<file path="config.mk">
export PLATFORM = sky130hd
export DESIGN_NAME = polled_node_response_deframer_unit
export DESIGN_NICKNAME = d
export VERILOG_FILES = /design/src/rtl/pndf_pkg.sv /design/src/rtl/pndf_in_stage.sv /design/src/rtl/pndf_parser.sv /design/src/rtl/polled_node_response_deframer_unit.sv
export VERILOG_INCLUDE_DIRS = /design/src /design/src/rtl
export SDC_FILE = /design/constraint.sdc
export NUM_CORES = 1
export LEC_CHECK = 0
export BUFFER_PORTS_ARGS = -buffer_cell sky130_fd_sc_hd__buf_4
export CORE_ASPECT_RATIO = 0.7
export CORE_MARGIN = 10
export CORE_UTILIZATION = 38
export DETAILED_ROUTE_END_ITERATION = 12
export PLACE_DENSITY_LB_ADDON = 0.05
export SLEW_MARGIN = 20
export SYNTH_ARGS = -nofsm -noshare
export SYNTH_HDL_FRONTEND = slang
export SYNTH_SLANG_ARGS = --single-unit
export TNS_END_PERCENT = 30
</file>
<file path="constraint.sdc">
create_clock -name clk -period 2.55 [get_ports clk]
set_input_delay 0.1275 -clock clk [delete_from_list [all_inputs] [get_ports clk]]
set_output_delay 0.1275 -clock clk [all_outputs]
set_load 0.01 [all_outputs]
</file>
<file path="src/rtl/polled_node_response_deframer_unit_assert.svh">
// Assertion macros for the polled node response deframer.
// Included by pndf_parser, the one RTL module that carries concurrent checks; no other dependencies.
`ifndef POLLED_NODE_RESPONSE_DEFRAMER_UNIT_ASSERT_SVH
`define POLLED_NODE_RESPONSE_DEFRAMER_UNIT_ASSERT_SVH

// Same-cycle implication, checked outside of reset.
`define PNDF_ASSERT_NOW(lbl, clk, rst_n, ante, cons) \
    lbl: assert property (@(posedge clk) disable iff (!rst_n) (ante) |-> (cons)) \
        else $error("deframer check failed");

// Next-cycle implication, checked outside of reset.
`define PNDF_ASSERT_NEXT(lbl, clk, rst_n, ante, cons) \
    lbl: assert property (@(posedge clk) disable iff (!rst_n) (ante) |=> (cons)) \
        else $error("deframer check failed");

`endif

</file>
<file path="src/rtl/pndf_pkg.sv">
// Shared types and constants of the polled node response deframer.
// No dependencies; imported by every module of the block.
package pndf_pkg;

    // Framing bytes of the node reply.
    localparam logic [7:0] FR_SYN      = 8'hFF;
    localparam logic [7:0] FR_STX      = 8'h02;
    localparam logic [7:0] FR_ETX      = 8'h03;
    localparam logic [7:0] FR_DLE      = 8'h10;
    localparam logic [7:0] ADDR_OFFSET = 8'd65;
    localparam logic [7:0] TYPE_REPLY  = 8'h52;

    // Input beat action codes.
    localparam logic [1:0] ACT_POLL    = 2'd0;
    localparam logic [1:0] ACT_BYTE    = 2'd1;
    localparam logic [1:0] ACT_TIMEOUT = 2'd2;

    // Result beat kind codes.
    localparam logic [1:0] KIND_NONE = 2'd0;
    localparam logic [1:0] KIND_DATA = 2'd1;
    localparam logic [1:0] KIND_END  = 2'd2;

    // Frame parser states.
    typedef enum logic [2:0] {
        PS_SYN1 = 3'd0,
        PS_SYN2 = 3'd1,
        PS_STX  = 3'd2,
        PS_ADDR = 3'd3,
        PS_TYPE = 3'd4,
        PS_DATA = 3'd5,
        PS_ESC  = 3'd6
    } ps_t;

    // One input item.
    typedef struct packed {
        logic [1:0] action;
        logic [7:0] rx_byte;
        logic [6:0] node_address;
    } item_t;

    // Handshake between the input stage and the parser.
    typedef struct packed {
        logic  valid;
        item_t item;
    } stage_t;

endpackage

</file>
<file path="src/rtl/pndf_in_stage.sv">
// Input register stage of the polled node response deframer.
// Depends on pndf_pkg for the item and stage types.
module pndf_in_stage
    import pndf_pkg::*;
(
    input  logic   clk,
    input  logic   rst_n,
    input  logic   s_valid,
    output logic   s_ready,
    input  item_t  s_item,
    output stage_t stage,
    input  logic   stage_ready
);

    logic  valid_reg;
    logic  valid_next;
    item_t item_reg;
    logic  load;

    // Register frees up whenever the parser takes its beat.
    assign s_ready = !valid_reg || stage_ready;
    assign load    = s_valid && s_ready;

    always_comb
    begin
        valid_next = valid_reg;
        if (load)
        begin
            valid_next = 1'b1;
        end
        else if (stage_ready)
        begin
            valid_next = 1'b0;
        end
    end

    // Valid flag.
    always_ff @(posedge clk or negedge rst_n)
    begin
        if (!rst_n)
        begin
            valid_reg <= 1'b0;
        end
        else
        begin
            valid_reg <= valid_next;
        end
    end

    // Payload holds while stalled.
    always_ff @(posedge clk)
    begin
        if (load)
        begin
            item_reg <= s_item;
        end
    end

    assign stage.valid = valid_reg;
    assign stage.item  = item_reg;

endmodule

</file>
<file path="src/rtl/pndf_parser.sv">
// Frame parser and result register of the polled node response deframer.
// Depends on pndf_pkg and the assertion macros header.
`include "polled_node_response_deframer_unit_assert.svh"

module pndf_parser
    import pndf_pkg::*;
(
    input  logic       clk,
    input  logic       rst_n,
    input  stage_t     stage,
    output logic       stage_ready,
    output logic       out_valid,
    input  logic       out_ready,
    output logic [1:0] out_kind,
    output logic [7:0] out_data_byte,
    output logic [7:0] out_data_index
);

    logic       listening_reg;
    logic       listening_next;
    ps_t        state_reg;
    ps_t        state_next;
    ps_t        byte_next;
    logic [6:0] addr_reg;
    logic [6:0] addr_next;
    logic [7:0] pos_reg;
    logic [7:0] pos_next;
    logic       valid_reg;
    logic       valid_next;
    logic [1:0] kind_reg;
    logic [1:0] kind_next;
    logic [7:0] dbyte_reg;
    logic [7:0] dbyte_next;
    logic [7:0] dindex_reg;
    logic [7:0] dindex_next;
    logic       take;
    logic [7:0] addr_char;
    logic [7:0] b;

    // A beat is taken whenever the result register can accept its result.
    assign stage_ready = !valid_reg || out_ready;
    assign take        = stage.valid && stage_ready;
    assign b           = stage.item.rx_byte;
    assign addr_char   = {1'b0, addr_reg} + ADDR_OFFSET;

    // Parser next state and result for the beat at the stage head.
    always_comb
    begin
        listening_next = listening_reg;
        state_next     = state_reg;
        byte_next      = PS_SYN1;
        addr_next      = addr_reg;
        pos_next       = pos_reg;
        kind_next      = KIND_NONE;
        dbyte_next     = 8'd0;
        dindex_next    = 8'd0;
        case (stage.item.action)
            ACT_POLL:
            begin
                listening_next = 1'b1;
                addr_next      = stage.item.node_address;
            end
            ACT_TIMEOUT:
            begin
                listening_next = 1'b0;
                state_next     = PS_SYN1;
            end
            ACT_BYTE:
            begin
                if (listening_reg)
                begin
                    case (state_reg)
                        PS_SYN1:
                        begin
                            if (b == FR_SYN)
                            begin
                                byte_next = PS_SYN2;
                            end
                        end
                        PS_SYN2:
                        begin
                            // Anything but SYN keeps waiting for the second SYN.
                            byte_next = (b == FR_SYN) ? PS_STX : PS_SYN2;
                        end
                        PS_STX:
                        begin
                            if (b == FR_STX)
                            begin
                                byte_next = PS_ADDR;
                            end
                        end
                        PS_ADDR:
                        begin
                            if (b == addr_char)
                            begin
                                byte_next = PS_TYPE;
                            end
                        end
                        PS_TYPE:
                        begin
                            pos_next = 8'd0;
                            if (b == TYPE_REPLY)
                            begin
                                byte_next = PS_DATA;
                            end
                        end
                        PS_DATA:
                        begin
                            if (b == FR_DLE)
                            begin
                                byte_next = PS_ESC;
                            end
                            else if (b == FR_ETX)
                            begin
                                kind_next      = KIND_END;
                                listening_next = 1'b0;
                            end
                            else
                            begin
                                kind_next   = KIND_DATA;
                                dbyte_next  = b;
                                dindex_next = pos_reg;
                                pos_next    = pos_reg + 8'd1;
                                byte_next   = PS_DATA;
                            end
                        end
                        PS_ESC:
                        begin
                            kind_next   = KIND_DATA;
                            dbyte_next  = b;
                            dindex_next = pos_reg;
                            pos_next    = pos_reg + 8'd1;
                            byte_next   = PS_DATA;
                        end
                        default:
                        begin
                            byte_next = PS_SYN1;
                        end
                    endcase
                    state_next = byte_next;
                end
            end
            default:
            begin
                listening_next = listening_reg;
            end
        endcase
    end

    // Result register valid flag.
    always_comb
    begin
        valid_next = valid_reg;
        if (take)
        begin
            valid_next = 1'b1;
        end
        else if (out_ready)
        begin
            valid_next = 1'b0;
        end
    end

    // Parser state and control flags.
    always_ff @(posedge clk or negedge rst_n)
    begin
        if (!rst_n)
        begin
            listening_reg <= 1'b0;
            state_reg     <= PS_SYN1;
            addr_reg      <= 7'd0;
            pos_reg       <= 8'd0;
            valid_reg     <= 1'b0;
        end
        else
        begin
            valid_reg <= valid_next;
            if (take)
            begin
                listening_reg <= listening_next;
                state_reg     <= state_next;
                addr_reg      <= addr_next;
                pos_reg       <= pos_next;
            end
        end
    end

    // Result payload.
    always_ff @(posedge clk)
    begin
        if (take)
        begin
            kind_reg   <= kind_next;
            dbyte_reg  <= dbyte_next;
            dindex_reg <= dindex_next;
        end
    end

    assign out_valid      = valid_reg;
    assign out_kind       = kind_reg;
    assign out_data_byte  = dbyte_reg;
    assign out_data_index = dindex_reg;

    // A timeout always disarms and rewinds the parser.
    `PNDF_ASSERT_NEXT(a_timeout_rewinds, clk, rst_n,
        take && stage.item.action == ACT_TIMEOUT, !listening_reg && state_reg == PS_SYN1)
    // A poll always arms listening.
    `PNDF_ASSERT_NEXT(a_poll_arms, clk, rst_n,
        take && stage.item.action == ACT_POLL, listening_reg)
    // An end-of-message result leaves the parser disarmed.
    `PNDF_ASSERT_NOW(a_end_disarms, clk, rst_n,
        valid_reg && kind_reg == KIND_END, !listening_reg)
    // Bytes received while disarmed do not move the parser.
    `PNDF_ASSERT_NEXT(a_idle_bytes_ignored, clk, rst_n,
        take && !listening_reg && stage.item.action == ACT_BYTE,
        $stable(state_reg) && $stable(pos_reg))

endmodule

</file>
<file path="src/rtl/polled_node_response_deframer_unit.sv">
// Polled node response deframer: an accepted input beat passes the input register, then
// its result the result register, to the master side; one beat is accepted every cycle
// while m_axis_tready stays high, one result beat per input beat, from the single-pass
// parser between the registers. Reset (rst_n low, asynchronous) disarms listening, returns
// the parser to hunting the first SYN and empties both registers.
// Depends on pndf_pkg, pndf_in_stage and pndf_parser.
module polled_node_response_deframer_unit
    import pndf_pkg::*;
(
    input  logic        clk,
    input  logic        rst_n,
    input  logic        s_axis_tvalid,
    output logic        s_axis_tready,
    input  logic [15:0] s_axis_tdata,  // [7:0] rx_byte, [14:8] node_address, [15] zero
    input  logic [1:0]  s_axis_tuser,  // [1:0] action
    output logic        m_axis_tvalid,
    input  logic        m_axis_tready,
    output logic [15:0] m_axis_tdata,  // [7:0] data_byte, [15:8] data_index
    output logic [1:0]  m_axis_tuser   // [1:0] kind
);

    item_t      s_item;
    stage_t     stage;
    logic       stage_ready;
    logic [7:0] data_byte;
    logic [7:0] data_index;

    // Unpack the slave-side beat.
    assign s_item.action       = s_axis_tuser;
    assign s_item.rx_byte      = s_axis_tdata[7:0];
    assign s_item.node_address = s_axis_tdata[14:8];

    pndf_in_stage u_in_stage (
        .clk         (clk),
        .rst_n       (rst_n),
        .s_valid     (s_axis_tvalid),
        .s_ready     (s_axis_tready),
        .s_item      (s_item),
        .stage       (stage),
        .stage_ready (stage_ready)
    );

    pndf_parser u_parser (
        .clk            (clk),
        .rst_n          (rst_n),
        .stage          (stage),
        .stage_ready    (stage_ready),
        .out_valid      (m_axis_tvalid),
        .out_ready      (m_axis_tready),
        .out_kind       (m_axis_tuser),
        .out_data_byte  (data_byte),
        .out_data_index (data_index)
    );

    // Pack the master-side beat.
    assign m_axis_tdata = {data_index, data_byte};

endmodule

</file>
# Word-level counts from Yosys, hierarchy flattened
# Index checks and enable logic that the tools add are counted.
# word_totals
register_bits,56
input_bits,22
output_inout_bits,20
wordCells,80
# classes
add_sub_neg,2
n_eq_ne,17
muxes,31
reduce_logical,18
# op_table
op,n
8-bit 2-to-1 mux,6
8-bit case mux with 2 select lines,2
8-bit case mux with 3 select lines,1
3-bit case mux with 7 select lines,1
8-bit by 2-bit == test with 1-bit output (second input constant),2
3-bit 2-to-1 mux,5
3-bit == test (second input constant),3
1-bit 2-to-1 mux,9
7-bit by 7-bit adder with 8-bit output (second input constant),1
8-bit by 1-bit adder with 8-bit output (second input constant),1
8-bit by 5-bit == test with 1-bit output (second input constant),1
8-bit by 7-bit == test with 1-bit output (second input constant),1
8-bit == test,1
8-bit == test (second input constant),1
2-bit 2-to-1 mux,4
3-bit by 2-bit == test with 1-bit output (second input constant),2
3-bit case mux with 2 select lines,1
2-bit AND reduction,3
6-bit AND reduction,1
2-bit nonzero test,3
3-bit nonzero test,2
2-bit inequality test (second input constant),2
2-bit case mux with 2 select lines,1
3-bit by 1-bit == test with 1-bit output (second input constant),1
10 further kinds,13

# Depth between registers and ports, before layout
# Gate-level depths: netlist of the first run.
# logic_depth
word_depth,6
depth_mapped,7
depth_no_buf,6

# Cells and area by module
# Synthesis of the first run repeated with hierarchy kept, for this count alone.
# hier_totals
cells_unflattened,226
area_unflattened_um2,2736.4
# by_module_without_submodules
module,instances,cells_per_inst,area_each_um2,seq_area_each_um2
pndf_parser,1,204,2164.6,1041.0
pndf_in_stage,1,22,571.8,535.5

# Worst setup path after synthesis of the first run
# OpenSTA, ideal clock, no wires.
# synth_timing
kind,register to register
start,reg u_in_stage.item_reg (netlist bit u_in_stage.stage[11])
end,"reg u_parser.dbyte_reg[0], in the netlist u_parser.out_data_byte[0] (data pin)"
setup_time_ns,0.255
arrival_ns,1.873
t_required_ns,2.295
path_slack_ns,0.422
path_stages_with_launch,7
n_path_buf,1
synth_period_minus_slack_ns,2.128
cell_sequence,edfxtp_1 > or4_1 > nor4_1 > inv_1 > and3_1 > clkbuf_1 > and2_1
# synth_via
elab_chain_cells,4
elab_cells_between_ends,5
cone_classes,2 x eq/ne; 3 x mux
# synth_lines
item,line_no,text
from (decl),pndf_in_stage.sv:17,item_t item_reg;
from (signal assigned),pndf_in_stage.sv:55,item_reg <= s_item;
8-bit by 2-bit == test with 1-bit output,pndf_parser.sv:113,else if (b == FR_ETX)
8-bit 2-to-1 mux,pndf_parser.sv:113,
8-bit 2-to-1 mux (*),pndf_parser.sv:109,if (b == FR_DLE)
8-bit case mux with 2 select lines (*),pndf_parser.sv:72,case (state_reg)
to (signal assigned),pndf_parser.sv:194,dbyte_reg <= dbyte_next;
to (decl),pndf_parser.sv:32,logic [7:0] dbyte_reg;
# Mark *: on every way between the ends. The rest lies on a longest branch, timed or not.
# A chain may end at the register's enable or synchronous reset.

# Final worst setup path of the first run
# layout_timing
start,reg u_in_stage.item_reg (netlist bit u_in_stage.stage[16])
end,reg u_parser.pos_reg[7]
# layout_via
elab_chain_cells,2
# layout_lines
item,line_no,text
2-bit by 1-bit == test with 1-bit output,pndf_parser.sv:57,case (stage.item.action)
6-bit AND reduction (no source line),-,
to (signal assigned),pndf_parser.sv:183,pos_reg <= pos_next;
to (decl),pndf_parser.sv:26,logic [7:0] pos_reg;
# Every way passes these cells.

==> flow_metrics.tcl, run 1 <==
set metrics [dict create \
    status "finished clean" \
    r2r.worst_path.cells 5 \
    worst_pin_slew_ns 0.6368 \
    diodes 0 \
    cp-start-kind "flip-flop" \
    peakVddDrop_mv 0.2507 \
    drtIter0Drc 108 \
    finalSetupTns_ns 0 \
    dr.pass1.iters 4 \
    netlist.area_leader.share_pct 40.27 \
    synth_cells 222 \
    cp-end-kind "flip-flop" \
    finalClockSkew_ns 0.006886 \
    place_congestion 0.8083 \
    clock_latency_ns 0.30 \
    crit_path_cell_trace "and3b_1 -> and2_1 -> o2111ai_2 -> or4_1 -> a21oi_1" \
    power_frac_comb_pct 15.5 \
    yosysTopAreaCell "edfxtp_1" \
    crit_fanout 16 \
    portBuffers 40 \
    synth_cell_types 42 \
    fmax_mhz 436.0 \
    final_nets 313 \
    switching_share_pct 25.54 \
    wirelength_mm 5.915 \
    clkPwrFrac_pct 26.4 \
    dieArea_um2 10640 \
    cts.htree.levels 2 \
    hold_start "s_axis_tvalid" \
    cts_buffers 5 \
    syn_area_per_cell_um2 11.76 \
    die_w_um 119.1 \
    cp_data_arrival_time_ns 2.53 \
    hold_path_depth 2 \
    final_layout_size_suffix_gt1_share_pct 24.48 \
    synth_edf_count 35 \
    hpwl_mm 4.236 \
    crit_path_max_incr_delay_ns 0.61 \
    via_per_inst 4.995 \
    wl_per_cell_um 15.40 \
    drc 0 \
    cts_buffer_depth 2 \
    r2r_setup_slack_ns 0.26 \
    grt_pass1_vias 1924 \
    p_leak_nw 1.317 \
    die_y_um 89.34 \
    rsz0062_at_grt "false" \
    hold_slack_ns 0.008203 \
    antenna_found_initial 0 \
    syn_nets 246 \
    area_growth_pct 28.09 \
    yosysWarnings 0 \
    required_ns 2.79 \
    cts_resized 0 \
    seqPwrFrac_pct 58.1 \
    r2r-end "u_parser.pos_reg[7]$_DFFE_PN0P_" \
    synth.cell_area_um2 2610 \
    cap_violations 0 \
    cts_tree "built" \
    cp_top_family "simple AND/OR/NAND/NOR gates" \
    core-area_um2 6725 \
    path_buf_inv 0 \
    ioPinCount 42 \
    fin_crit_ns 2.294 \
    setup-violations-final 0 \
    synth_seq_cells 56 \
    worstHoldPathType "in2reg" \
    setup_ws_ns 0.2564 \
    grt_overflow 0 \
    antenna_left 0 \
    grt_max_degree 22 \
    p_sw_uw 488.0 \
    grt_first_pass_wirelength_mm 9.922 \
    final_common_cell "buf_4" \
    largest_register_ffs 17 \
    synthArstFlopShare_pct 37.50 \
    final_cell_mix "buf_4 (50), edfxtp_1 (35), dfrtp_1 (21)" \
    cts-root-buf "clkbuf_8" \
    crit_slowest_cell "or4_1" \
    fin_crit_sh_pct 89.95 \
    synth_area_leaders "edfxtp_1 (40%), dfrtp_1 (20%), mux2_2 (3.0%)" \
    initial_utilization_pct 38.81 \
    vias 1918 \
    power_density_nw_per_um2 571.4 \
    cts_setup_buffers 0 \
    ctsHoldBuffers 18 \
    numClockSinks 56 \
    track_usage_pct 11.62 \
    clk_pin_slew_ns 0.10 \
    rows 25 \
    hold_viol 0 \
    crit_type "reg2reg" \
    synth-seq-area-share_pct 60.40 \
    dpl_worst_slack_ns 0.2980 \
    synth_top_flop_cell "edfxtp_1" \
    worstHoldEndpoint "u_in_stage.valid_reg$_DFFE_PN0P_" \
    r2r_start "u_in_stage.stage[16]$_DFFE_PP_" \
    relSlewSlack_pct 57.55 \
    slew_viol_final 0 \
    power.internal_mw 1.422 \
]
[cells in the mapped netlist, types with 7 or more instances]
cell / number
edfxtp_1: 35
dfrtp_1: 21
nand2_1: 16
and2_1: 12
a21oi_1: 10
and3_1: 9
nand3_1: 8
o21ai_0: 8
clkbuf_1: 7
inv_1: 7
mux2_2: 7
nor2_1: 7
[logic make-up after synthesis]
| kind of cell | after synthesis | synth area share [%] |
|---|---|---|
| AOI/OAI and AO/OA | 38 | 9.157 |
| muxes | 7 | 3.020 |
| xor gates and xnor gates | 10 | 3.356 |
| adders and majority gates | 2 | 0.9586 |
| buffers and inverters | 15 | 2.445 |
| and+or+nand+nor | 94 | 20.66 |
| DFF | 56 | 60.40 |
[stage by stage]
step           power, mW  std cells  util [%]  instance area, um^2
2_1_floorplan      1.287        222         -                 2610
3_3_place_gp       1.406        358     45.58                 3065
3_5_place_dp       1.407        358     45.58                 3065
4_1_cts            1.940        384     49.71                 3343
5_1_grt            2.021        384     49.71                 3343
6_report           1.910        384     49.71                 3343
[how the worst max path moves through the flow]
stage	from	endpoint	slack (ns)	cells after the start
2_1_floorplan	u_in_stage.stage[11]$_DFFE_PP_	u_parser.out_data_byte[0]$_SDFFCE_PN0P_	0.42	6
3_3_place_gp	u_in_stage.stage[11]$_DFFE_PP_	u_parser.out_data_byte[1]$_SDFFCE_PN0P_	0.34	5
3_5_place_dp	u_in_stage.stage[16]$_DFFE_PP_	u_parser.pos_reg[7]$_DFFE_PN0P_	0.30	5
4_1_cts	u_in_stage.stage[16]$_DFFE_PP_	u_parser.pos_reg[7]$_DFFE_PN0P_	0.27	5
5_1_grt	u_in_stage.stage[16]$_DFFE_PP_	u_parser.pos_reg[7]$_DFFE_PN0P_	0.05	5
6_report	u_in_stage.stage[16]$_DFFE_PP_	u_parser.pos_reg[7]$_DFFE_PN0P_	0.26	5
[cell type report]
class,count,area [um^2]
repair buffers,68,555.5
clock inverters,2,15.01
multi-input cells,151,969.7
inverters,7,26.28
well taps,94,117.6
fillers,618,3382
clock buffers,6,82.58
flip-flops and latches,56,1577
[power by group through the flow]
| stage | Clock, mW | Combinational (mW) | Sequential, mW |
|---|---|---|---|
| floorplan | 0 | 0.168 | 1.12 |
| global placement | 0 | 0.276 | 1.13 |
| detailed placement | 0 | 0.276 | 1.13 |
| CTS | 0.528 | 0.300 | 1.11 |
| global route | 0.565 | 0.331 | 1.13 |
| finish | 0.504 | 0.296 | 1.11 |
[routing by layer]
metal  share of wire [%]  global-route usage (%)  vias to the layer above
li1                    -                       -                      966
met5                   0                       0                        -
met2                  41                   17.08                       60
met4                0.54                   2.983                        0
met1                  53                   16.34                      888
met3                 6.0                   3.281                        4
(Power assumes the default switching activity.)
==> inputs of run 2 (changes only) <==
--- a/config.mk
+++ b/config.mk
@@ -9,7 +9,7 @@
 export BUFFER_PORTS_ARGS = -buffer_cell sky130_fd_sc_hd__buf_4
 export CORE_ASPECT_RATIO = 0.7
 export CORE_MARGIN = 10
-export CORE_UTILIZATION = 38
+export CORE_UTILIZATION = 30
 export DETAILED_ROUTE_END_ITERATION = 12
 export PLACE_DENSITY_LB_ADDON = 0.05
 export SLEW_MARGIN = 20
==> constraint.sdc (replaced) <==
create_clock -name clk -period 2.1 [get_ports clk]
set_input_delay 0.105 -clock clk [delete_from_list [all_inputs] [get_ports clk]]
set_output_delay 0.105 -clock clk [all_outputs]
set_load 0.01 [all_outputs]
==> run 2 against run 1 <==
- final cell count is 12% higher
- sequential share of layout area is 4.1 points lower
- flip-flop and latch count stayed put
- fmax up 12%
- sequential power increased by 20%
- final area is 9.5% higher
- critical path depth is the same
- highest routed layer unchanged
==> flow_metrics.tcl, run 2 (same netlist as run 1, synthesis figures left out) <==
set metrics [dict create \
    final_nets 334 \
    area_growth_pct 40.27 \
    power_density_nw_per_um2 738.3 \
    r2r-end "u_parser.pos_reg[6]$_DFFE_PN0P_" \
    place_congestion 0.8361 \
    grt_first_pass_wirelength_mm 10.68 \
    wirelength_mm 6.551 \
    cts-root-buf "clkbuf_16" \
    die_w_um 131.5 \
    final_common_cell "buf_4" \
    fin_crit_ns 2.047 \
    hold_viol 0 \
    drc 0 \
    fin_crit_sh_pct 97.45 \
    core-area_um2 8478 \
    crit_fanout 8 \
    cts.htree.levels 2 \
    initial_utilization_pct 30.79 \
    worst_pin_slew_ns 0.8458 \
    drtIter0Drc 119 \
    r2r_start "u_in_stage.stage[11]$_DFFE_PP_" \
    crit_type "reg2reg" \
    setup_ws_ns 0.05346 \
    rsz0062_at_grt "true" \
    cts_buffer_depth 2 \
    worstHoldPathType "in2reg" \
    finalClockSkew_ns 0.006640 \
    status "finished clean" \
    diodes 0 \
    rows 28 \
    clk_pin_slew_ns 0.07 \
    final_layout_size_suffix_gt1_share_pct 31.19 \
    cts_tree "built" \
    r2r_setup_slack_ns 0.05 \
    dpl_worst_slack_ns -0.06380 \
    via_per_inst 4.742 \
    largest_register_ffs 17 \
    required_ns 2.28 \
    clock_latency_ns 0.29 \
    antenna_found_initial 0 \
    critPathLaunch "u_in_stage.stage[11]$_DFFE_PP_" \
    finalSetupTns_ns 0 \
    dr.pass1.iters 4 \
    crit_path_end "u_parser.pos_reg[6]$_DFFE_PN0P_" \
    p_leak_nw 1.455 \
    dieArea_um2 12890 \
    track_usage_pct 10.21 \
    antenna_left 0 \
    numClockSinks 56 \
    slew_viol_final 0 \
    cp-end-kind "flip-flop" \
    ioPinCount 42 \
    die_y_um 98.04 \
    peakVddDrop_mv 0.2829 \
    vias 2044 \
    cap_violations 0 \
    hpwl_mm 4.761 \
    hold_slack_ns 0.008199 \
    cts_buffers 5 \
    grt_overflow 0 \
    grt_pass1_vias 2033 \
    grt_max_degree 22 \
    r2r.worst_path.cells 5 \
    cp-start-kind "flip-flop" \
    setup-violations-final 0 \
    portBuffers 40 \
    wl_per_cell_um 15.20 \
    relSlewSlack_pct 43.61 \
    finalCoreUtilization_pct 43.18 \
    fmax_mhz 488.6 \
    cp_data_arrival_time_ns 2.22 \
    final_cell_mix "buf_4 (70), edfxtp_1 (35), dfrtp_1 (21)" \
    power_mw 2.703 \
]
==> run 2: critical path, cell delays in order (launching register included) <==
cell and delay (ns):
edfxtp_1 0.39, or4_4 0.55, or4_4 0.60, o2111ai_4 0.16, or4_1 0.18, a21oi_2 0.05
==> run 2: how the worst min path moves through the flow <==
stage / start / to / slack [ns] / depth (start not counted)
floorplan: rst_n / u_in_stage.valid_reg$_DFFE_PN0P_ / -0.19 / 0
global placement: rst_n / u_parser.addr_reg[4]$_DFFE_PN0P_ / 0.03 / 1
detailed placement: rst_n / u_parser.addr_reg[5]$_DFFE_PN0P_ / 0.03 / 1
CTS: s_axis_tvalid / u_in_stage.valid_reg$_DFFE_PN0P_ / 0.001 / 2
global route: s_axis_tvalid / u_in_stage.valid_reg$_DFFE_PN0P_ / 0.007 / 2
finish: s_axis_tvalid / u_in_stage.valid_reg$_DFFE_PN0P_ / 0.008 / 2
==> run 2: per-stage QoR <==
step                      cells  area [um^2]
after floorplan             222         2616
after global placement      403         3247
after detailed placement    403         3247
after CTS                   429         3602
after global routing        431         3661
final                       431         3661
==> run 2: metal layers <==
layer  vias to the layer above  GRT usage [%]  wire length, um  share of wire [%]
li1                       1006              -                -                  -
met1                       976          15.01             3636                 56
met2                        54          14.07             2532                 39
met3                         8          2.712              315                4.8
met4                         0          3.154               68                1.0
met5                         -              0                0                  0
==> run 2: where the power goes <==
part           switching, mW  total, mW  internal, mW
sequential            0.0633       1.33          1.27
clock                  0.367      0.932         0.565
combinational          0.208      0.441         0.233
total                  0.638       2.70          2.06
==> run 2: area by class of cell <==
cell class                 instances  area, um^2
sequential                        56        1577
multi-input combinational        152        1040
timing repair buffer              88       705.7
fill                             812        4817
clock buffer                       7       132.6
tap                              120       150.1
inverter                           7       26.28
clock inverter                     1       30.03
==> run 2: timing repair <==
| action | in CTS | in global routing |
|---|---|---|
| cloned | 0 | 1 |
| setup buffers | 0 | 1 |
| gates resized for setup | 2 | 6 |
| endpoints found under the hold margin | 38 | 0 |
| hold buffers | 18 | 0 |
| pin swaps | 2 | 8 |
| setup endpoints to repair | 18 | 20 |
